<file path="src/design/fac_pkg.sv">
// fac_pkg: shared types for the trial-division prime factorizer.
// No dependencies; compiled first.
`timescale 1ns / 1ps

package fac_pkg;

    // Sequencer states of the factorizer.
    typedef enum logic [1:0] {
        ST_IDLE,    // waiting for a number
        ST_DIV,     // restoring divider running, one quotient bit a cycle
        ST_DECIDE   // quotient and remainder ready: emit, step divisor or finish
    } state_t;

endpackage

</file>
<file path="src/design/fac_if.sv">
// Stream interfaces for the factorizer: number in, factors out.
// Valid/ready handshake; depends on nothing.
`timescale 1ns / 1ps

interface fac_in_if #(parameter int VALUE_BITS = 31);
    logic                  valid;
    logic                  ready;
    logic [VALUE_BITS-1:0] value;

    modport source (output valid, output value, input ready);
    modport sink   (input valid, input value, output ready);
endinterface

interface fac_out_if #(parameter int VALUE_BITS = 31);
    logic                  valid;
    logic                  ready;
    logic [VALUE_BITS-1:0] factor;
    logic                  last;

    modport source (output valid, output factor, output last, input ready);
    modport sink   (input valid, input factor, input last, output ready);
endinterface

</file>
<file path="src/design/prime_factorizer.sv">
// prime_factorizer: trial-division prime factorization over one shared divider.
// Depends on fac_pkg (states) and fac_in_if / fac_out_if (channels).
`timescale 1ns / 1ps
//
//  Channel   Interface    Dir   Payload               Notes
//  in_ch     fac_in_if    in    value[VALUE_BITS]     number to factor
//  out_ch    fac_out_if   out   factor, last          prime factors, ascending, with repeats
//
//  Each trial divisor runs the restoring divider (one quotient bit per cycle)
//  and then the decide state; a prime near 2^31 needs about 46340 trials.
//  Values below two are taken in one transfer and produce nothing.
//  in_ch.ready is high only while idle. A factor waiting in the output
//  register stalls the sequencer in the decide cycle only when the next
//  factor is due; the final factor is held while a new number is taken.
//  rst_n is asynchronous, active low, and clears the sequencer and out_ch.valid.

module prime_factorizer #(
    parameter int VALUE_BITS = 31
) (
    input  logic       clk,
    input  logic       rst_n,
    fac_in_if.sink     in_ch,
    fac_out_if.source  out_ch
);

    localparam int CNT_W = $clog2(VALUE_BITS);
    localparam logic [VALUE_BITS-1:0] ONE = VALUE_BITS'(1);
    localparam logic [VALUE_BITS-1:0] TWO = VALUE_BITS'(2);
    localparam logic [CNT_W-1:0] CNT_START = CNT_W'(VALUE_BITS - 1);

    fac_pkg::state_t state_reg, state_next;

    // rem: number still to factor; d: trial divisor.
    // quo/part: divider shift register (dividend shifts out, quotient in) and
    // partial remainder.
    logic [VALUE_BITS-1:0] rem_reg,  rem_next;
    logic [VALUE_BITS-1:0] d_reg,    d_next;
    logic [VALUE_BITS-1:0] quo_reg,  quo_next;
    logic [VALUE_BITS-1:0] part_reg, part_next;
    logic [CNT_W-1:0]      cnt_reg,  cnt_next;

    logic                  out_valid_reg, out_valid_next;
    logic [VALUE_BITS-1:0] factor_reg,    factor_next;
    logic                  last_reg,      last_next;

    // Shared divider step
    logic [VALUE_BITS:0]   div_shift;
    logic [VALUE_BITS:0]   div_diff;
    logic                  div_ge;

    // Decide cycle terms
    logic in_xfer;
    logic out_free;
    logic dec_final;   // d > rem / d: remaining rem is prime
    logic dec_hit;     // d divides rem

    assign in_xfer   = in_ch.valid && in_ch.ready;
    assign out_free  = !out_valid_reg || out_ch.ready;
    assign dec_final = d_reg > quo_reg;
    assign dec_hit   = part_reg == '0;

    // part < d keeps the shifted value below 2d, so the borrow bit is the compare
    assign div_shift = {part_reg, quo_reg[VALUE_BITS-1]};
    assign div_diff  = div_shift - {1'b0, d_reg};
    assign div_ge    = !div_diff[VALUE_BITS];

    assign in_ch.ready   = state_reg == fac_pkg::ST_IDLE;
    assign out_ch.valid  = out_valid_reg;
    assign out_ch.factor = factor_reg;
    assign out_ch.last   = last_reg;

    // Next state
    always_comb
    begin
        state_next = state_reg;
        case (state_reg)
            fac_pkg::ST_IDLE:
            begin
                if (in_xfer && in_ch.value >= TWO)
                    state_next = fac_pkg::ST_DIV;
            end
            fac_pkg::ST_DIV:
            begin
                if (cnt_reg == '0)
                    state_next = fac_pkg::ST_DECIDE;
            end
            fac_pkg::ST_DECIDE:
            begin
                if (dec_final)
                begin
                    if (out_free)
                        state_next = fac_pkg::ST_IDLE;
                end
                else if (dec_hit)
                begin
                    if (out_free)
                        state_next = (quo_reg == ONE) ? fac_pkg::ST_IDLE : fac_pkg::ST_DIV;
                end
                else
                begin
                    state_next = fac_pkg::ST_DIV;
                end
            end
            default: state_next = fac_pkg::ST_IDLE;
        endcase
    end

    // Datapath and output register
    always_comb
    begin
        rem_next       = rem_reg;
        d_next         = d_reg;
        quo_next       = quo_reg;
        part_next      = part_reg;
        cnt_next       = cnt_reg;
        out_valid_next = out_valid_reg && !out_ch.ready;
        factor_next    = factor_reg;
        last_next      = last_reg;
        case (state_reg)
            fac_pkg::ST_IDLE:
            begin
                if (in_xfer)
                begin
                    rem_next  = in_ch.value;
                    d_next    = TWO;
                    quo_next  = in_ch.value;
                    part_next = '0;
                    cnt_next  = CNT_START;
                end
            end
            fac_pkg::ST_DIV:
            begin
                part_next = div_ge ? div_diff[VALUE_BITS-1:0] : div_shift[VALUE_BITS-1:0];
                quo_next  = {quo_reg[VALUE_BITS-2:0], div_ge};
                cnt_next  = cnt_reg - CNT_W'(1);
            end
            fac_pkg::ST_DECIDE:
            begin
                if (dec_final)
                begin
                    if (out_free)
                    begin
                        out_valid_next = 1'b1;
                        factor_next    = rem_reg;
                        last_next      = 1'b1;
                    end
                end
                else if (dec_hit)
                begin
                    if (out_free)
                    begin
                        // Factor found; a quotient of one means nothing is left.
                        out_valid_next = 1'b1;
                        factor_next    = d_reg;
                        last_next      = quo_reg == ONE;
                        rem_next       = quo_reg;
                        part_next      = '0;
                        cnt_next       = CNT_START;
                    end
                end
                else
                begin
                    d_next    = d_reg + ONE;
                    quo_next  = rem_reg;
                    part_next = '0;
                    cnt_next  = CNT_START;
                end
            end
            default:
            begin
                out_valid_next = out_valid_reg;
            end
        endcase
    end

    always_ff @(posedge clk or negedge rst_n)
    begin
        if (!rst_n)
        begin
            state_reg     <= fac_pkg::ST_IDLE;
            out_valid_reg <= 1'b0;
        end
        else
        begin
            state_reg     <= state_next;
            out_valid_reg <= out_valid_next;
        end
    end

    always_ff @(posedge clk)
    begin
        rem_reg    <= rem_next;
        d_reg      <= d_next;
        quo_reg    <= quo_next;
        part_reg   <= part_next;
        cnt_reg    <= cnt_next;
        factor_reg <= factor_next;
        last_reg   <= last_next;
    end

`ifndef NO_ASSERTIONS
    // Trial divisor never drops below two while dividing.
    a_div_d_min: assert property (@(posedge clk) disable iff (!rst_n)
        state_reg == fac_pkg::ST_DIV |-> d_reg >= TWO)
        else $error("trial divisor below two during division");

    // Number under division is always above one.
    a_div_rem_min: assert property (@(posedge clk) disable iff (!rst_n)
        state_reg == fac_pkg::ST_DIV |-> rem_reg > ONE)
        else $error("remainder not above one during division");

    // Restoring divider keeps its partial remainder below the divisor.
    a_part_bound: assert property (@(posedge clk) disable iff (!rst_n)
        state_reg == fac_pkg::ST_DIV |-> part_reg < d_reg)
        else $error("partial remainder reached divisor");

    // A miss advances the divisor by one and restarts the divider.
    a_miss_step: assert property (@(posedge clk) disable iff (!rst_n)
        (state_reg == fac_pkg::ST_DECIDE && !dec_final && !dec_hit)
        |=> (d_reg == $past(d_reg) + ONE && state_reg == fac_pkg::ST_DIV))
        else $error("divisor not stepped after a miss");
`endif

endmodule

</file>
<file path="src/flat_wrapper.sv">
// flat-port wrapper written by rule: the top's interface ports become plain ports
module prime_factorizer_flat 
#(
    parameter int VALUE_BITS = 31
)
  (clk, rst_n, in_ch_valid, in_ch_value, in_ch_ready, out_ch_valid, out_ch_factor, out_ch_last, out_ch_ready);
  fac_in_if #(.VALUE_BITS(VALUE_BITS)) in_ch_i ();
  fac_out_if #(.VALUE_BITS(VALUE_BITS)) out_ch_i ();
  input  logic clk;
  input  logic rst_n;
  input wire logic [$bits(in_ch_i.valid)-1:0] in_ch_valid;
  input wire logic [$bits(in_ch_i.value)-1:0] in_ch_value;
  output wire logic [$bits(in_ch_i.ready)-1:0] in_ch_ready;
  output wire logic [$bits(out_ch_i.valid)-1:0] out_ch_valid;
  output wire logic [$bits(out_ch_i.factor)-1:0] out_ch_factor;
  output wire logic [$bits(out_ch_i.last)-1:0] out_ch_last;
  input wire logic [$bits(out_ch_i.ready)-1:0] out_ch_ready;
  assign in_ch_i.valid = in_ch_valid;
  assign in_ch_i.value = in_ch_value;
  assign in_ch_ready = in_ch_i.ready;
  assign out_ch_valid = out_ch_i.valid;
  assign out_ch_factor = out_ch_i.factor;
  assign out_ch_last = out_ch_i.last;
  assign out_ch_i.ready = out_ch_ready;
  prime_factorizer #(.VALUE_BITS(VALUE_BITS)) u_core (.clk(clk), .rst_n(rst_n), .in_ch(in_ch_i), .out_ch(out_ch_i));
endmodule
</file>
<file path="config.mk">
export PLATFORM = sky130hd
export DESIGN_NAME = prime_factorizer_flat
export DESIGN_NICKNAME = d
export VERILOG_FILES = /design/src/design/fac_pkg.sv /design/src/design/fac_if.sv /design/src/design/prime_factorizer.sv /design/src/flat_wrapper.sv
export SDC_FILE = /design/constraint.sdc
export NUM_CORES = 1
export LEC_CHECK = 0
export BUFFER_PORTS_ARGS = -buffer_cell sky130_fd_sc_hd__buf_2
export CORE_UTILIZATION = 61
export DETAILED_ROUTE_END_ITERATION = 16
export PLACE_DENSITY = 0.89
export SYNTH_ARGS = -nofsm -noshare
export SYNTH_HDL_FRONTEND = slang
export SYNTH_SLANG_ARGS = --single-unit
</file>
<file path="constraint.sdc">
create_clock -name clk -period 10.8 [get_ports clk]
set_clock_uncertainty 0.15 [all_clocks]
set_input_delay 1.08 -clock clk [delete_from_list [all_inputs] [get_ports clk]]
set_output_delay 1.08 -clock clk [all_outputs]
set_load 0.03 [all_outputs]
</file>
Word level (Yosys, flattened, before mapping):

Index checks and enable logic that the tools add are counted.

* bits in registers: 164
* latch bits: 0
* logic and storage cells: 90
* memories: 0
* RAM bits: 0
* bits of input ports: 35
* bits in read-only memories: 0

* shift-type cells: 0
* equal/unequal tests: 12
* $mul: 0
* bitwise gates (word level): 0
* magnitude comparators: 2
* add/sub/neg operators: 3
* reductions and logical operators: 21
* mux-type cells: 43
* div/mod/pow operators: 0

Operator list (count)
* two-way mux 31 bit: 18
* case mux 31 bit (3 select lines): 2
* case mux 31 bit (2 select lines): 2
* subtractor 32 x 31 -> 32 bit: 1
* adder 31 x 1 -> 31 bit (second input constant): 1
* == test 31 x 1 -> 1 bit (second input constant): 1
* >= comparator 31 x 2 -> 1 bit (second input constant): 1
* > comparator 31 bit: 1
* zero test 31 bit: 1
* two-way mux 5 bit: 4
* AND reduction 4 bit: 4
* case mux 5 bit (3 select lines): 1
* two-way mux 2 bit: 6
* two-way mux 1 bit: 8
* inequality test 2 bit (second input constant): 4
* inequality test 2 x 1 -> 1 bit (second input constant): 3
* inequality test 3 x 2 -> 1 bit (second input constant): 2
* case mux 2 bit (3 select lines): 1
* nonzero test 2 bit: 3
* zero test 5 bit: 1
* AND reduction 5 bit: 1
* subtractor 5 x 1 -> 5 bit (second input constant): 1
* logical AND 1 bit: 3
* zero test 1 bit: 3
* 8 further kinds: 8

Longest topological paths before layout:

* word-level depth: 6
* gate-level depth with buffers: 14
* mapped depth without buffers: 13

Worst setup path after synthesis:

No wires, ideal clock.

* path kind: reg2reg
* start point: reg u_core.d_reg[4]
* end point: reg u_core.cnt_reg[0] (enable)
* stages on the path, launching flop included: 11
* data required time: 10.166 ns
* setup time: 0.484 ns
* clock period less this slack: 5.308 ns
* arrival time: 4.674 ns
* path slack: 5.492 ns
* path buffers: 1
* cell sequence: edfxtp_1 -> ha_1 -> a21o_1 -> a21oi_1 -> nor2b_1 -> o31ai_1 -> a311oi_1 -> a2bb2oi_1 -> clkbuf_1 -> a21o_1 -> a211oi_1

* cells in the longest elaborated chain, start to end: 3

RTL lines
* start: declaration: RTL line prime_factorizer.sv:37 `logic [VALUE_BITS-1:0] d_reg, d_next;`
* start signal: assignment: RTL line prime_factorizer.sv:193 `d_reg <= d_next;`
* > comparator 31 bit: RTL line prime_factorizer.sv:59 `assign dec_final = d_reg > quo_reg;`
* inequality test 2 bit (no line)
* AND reduction 4 bit (no line)
* end signal: assignment: RTL line prime_factorizer.sv:196 `cnt_reg <= cnt_next;`
* end: declaration: RTL line prime_factorizer.sv:40 `logic [CNT_W-1:0] cnt_reg, cnt_next;`

Every way passes these cells.
A chain may end at the register's enable or synchronous reset.

Final worst setup path:

* start point: reg u_core.quo_reg[22]
* end point: reg u_core.factor_reg[2] (netlist: u_core.out_ch.factor[2]) (enable)

* cells in the longest elaborated chain, start to end: 3

RTL lines
* start: declaration: RTL line prime_factorizer.sv:38 `logic [VALUE_BITS-1:0] quo_reg, quo_next;`
* start signal: assignment: RTL line prime_factorizer.sv:194 `quo_reg <= quo_next;`
* > comparator 31 bit: RTL line prime_factorizer.sv:59
* nonzero test 2 bit (no line)
* AND reduction 3 bit (no line)
* end signal: assignment: RTL line prime_factorizer.sv:197 `factor_reg <= factor_next;`
* end: declaration: RTL line prime_factorizer.sv:43 `logic [VALUE_BITS-1:0] factor_reg, factor_next;`

Every way passes these cells.

==> flow_summary_export.csv <==
group,metric,value,unit
status,status,"finished, final reports clean",
synthesis,synth_top_area_share,47.2,%
clocking,clk_pin_slew,70,ps
synthesis,synth_cells,996,
synthesis,syn-num-nets,1101,
global_routing,grt_usage,32.7,%
synthesis,ys_ff_latch,164,
clocking,cts_tree,"built",
timing,hold_violations,0,
clocking,clkLatencyLatePin,440,ps
setup_path,cp-end-kind,"flop",
global_routing,overflow,0,
setup_path,worst_setup_path_start_kind,"flop",
synthesis,ys_types,62,
detailed_routing,viasPerCell,6.69,
clocking,ctsHtreeMaxLevel,4,
layout,n_antenna_cell,0,
clocking,cts_max_path_buffers,2,
global_routing,grt_max_degree,99,
detailed_routing,drt_first_pass_iters,5,
timing,setup_viol,0,
timing,finalCritPeriodShare,39.7,%
timing,whs,303,ps
timing,max_slew_margin,23.3,%
detailed_routing,wl_per_cell,21.8,um
floorplanning,die_x,132,um
placement,io_buffer_count,68,
synthesis,seq_area_frac_synth,48.0,%
layout,area_growth,11.0,%
synthesis,syn_area_per_cell,10.3,sq um
synthesis,ys.flop_type,"edfxtp_1",
synthesis,ys_async_sr_fraction,1.83,%
setup_path,cp_data_arrival_time,4200,ps
setup_path,worstSetupStartpoint,"u_core.quo_reg[22]$_DFFE_PP_",
timing,fin_crit,4290,ps
setup_path,crit_chain,"inv_1, ha_1, nand4_1, or2_2, nor3_1, o31ai_1, a311oi_1, a2bb2oi_4, o21a_1, nor2b_4",
floorplanning,boundaryPins,69,
setup_path,r2r_end,"u_core.out_ch.factor[2]$_DFFE_PP_",
setup_path,critPathKind,"flop to flop",
timing,fmax,0.233,GHz
setup_path,crit_path_top_delay_cell,"nor2b_4",
timing,slew_viol_final,0,
detailed_routing,drc,0,
clocking,tritoncts.num_buffers,17,
synthesis,synth_area,0.0102,sq mm
synthesis,yosysWarnings,0,
floorplanning,start_util,63.5,%
setup_path,rr_startpoint,"u_core.quo_reg[22]$_DFFE_PP_",
clocking,cts_setup_buffers,0,
timing,setup_tns,0,ps
placement,routabilityCongestion,1.03,
synthesis,synth.most_common_cell,"edfxtp_1",
floorplanning,num_rows,46,
flow_run,drv_cap,0,
synthesis,synth_edf_count,161,
floorplanning,die_area,0.0173,sq mm
floorplanning,coreArea,0.0161,sq mm
detailed_routing,drt.antenna.violating_nets,0,
global_routing,grt_pass1_vias,8057,
clocking,clock_sinks,164,
global_routing,antenna_found_initial,0,
placement,dp_hpwl,19400,um
clocking,holdBufCountCts,0,
setup_path,worstRegToRegCells,10,
synthesis,ys_top_cells_by_area,"edfxtp_1 (47%), ha_1 (8.4%), a21oi_1 (4.0%)",
setup_path,crit_fanout,32,
detailed_routing,initialDrtViolationCount,1281,
timing,rsz0062_at_grt,"false",
detailed_routing,wl,27900,um
synthesis,synth_top_cell_by_area,"edfxtp_1",
placement,place_ws,6640,ps
clocking,root_buffer,"clkbuf_16",
floorplanning,die_y,132,um
worst_hold_path,min_path_type,"input port to asynchronous set/reset pin",
synthesis,synthTopCellsByCount,"edfxtp_1 (161), nand2_1 (85), a21oi_1 (81)",
setup_path,max_stage_delay,830,ps
setup_path,ff2ff_setup_slack,6510,ps
layout,nNetsFinal,1157,
timing,tightest_slew,1150,ps
global_routing,grt_first_pass_wirelength,43700,um
timing,finalWorstSetupSlack,6510,ps
setup_path,required,10710,ps
layout,drive_gt1_share,14.5,%
detailed_routing,vias,8572,
clocking,cts_resized,0,
## routing by layer
| layer | global-route usage [%] | wire length (um) | up-vias | part of all wire, % |
|---|---|---|---|---|
| met2 | 50.8 | 12800 | 654 | 46 |
| met4 | 16.7 | 1380 | 0 | 4.9 |
| li1 | - | - | 3782 | - |
| met1 | 44.3 | 10800 | 4014 | 39 |
| met5 | 0 | 0 | - | 0 |
| met3 | 5.48 | 2970 | 122 | 11 |
## cells by family (layout without fill, tap and decap cells)
kind of cell	after synthesis	count (layout)	synth area share, %
xor+xnor	56	56	4.79
buf+inv	110	179	4.17
simple gates	308	308	14.7
mux	48	48	5.07
fa+ha+maj	70	70	8.63
compound gates	240	240	14.7
flops	164	164	48.0
## how the worst max path moves through the flow
stage | endpoint
after floorplan | u_core.cnt_reg[0]$_SDFFCE_PN0P_
after global placement | u_core.out_ch.factor[2]$_DFFE_PP_
after detailed placement | u_core.out_ch.factor[2]$_DFFE_PP_
after CTS | u_core.out_ch.factor[2]$_DFFE_PP_
after global routing | u_core.out_ch.factor[2]$_DFFE_PP_
final | u_core.out_ch.factor[2]$_DFFE_PP_
## cell type report
class | count | area (sq um)
Multi-Input combinational cell | 722 | 4970
Sequential cell | 164 | 4910
Fill cell | 1057 | 4750
Clock buffer | 18 | 429
Timing Repair Buffer | 75 | 393
Inverter | 72 | 270
Tap cell | 216 | 270
Clock inverter | 14 | 118
## critical path, delay by kind of cell (launching register included)
family	cells	cell delay, ps
adders and majority gates	1	300
buffers and inverters	1	90
DFF	1	470
and+or+nand+nor	4	1740
AOI/OAI and AO/OA	4	1130
## placed cells by master, fill, tap and decap left out, drive strengths merged, types with 23 or more instances in the layout
cell    count
a21o       31
a21oi      82
a22oi      30
and2       27
buf        75
edfxtp    161
ha         69
inv        79
mux2       31
nand2      85
nand4      23
nor2       71
nor3       23
nor4       24
o21ai      55
xnor2      46
## stage by stage
| stage | area [sq um] | std cells | utilization, % |
|---|---|---|---|
| after floorplan | 10200 | 996 | - |
| after global placement | 10800 | 1249 | 67.1 |
| after detailed placement | 10800 | 1249 | 67.1 |
| after CTS | 11400 | 1281 | 70.5 |
| after global routing | 11400 | 1281 | 70.5 |
| final | 11400 | 1281 | 70.5 |
Power is left out: the tool's default activity adds up to more than one toggle a clock period on the data nets, which glitch-free logic cannot reach.
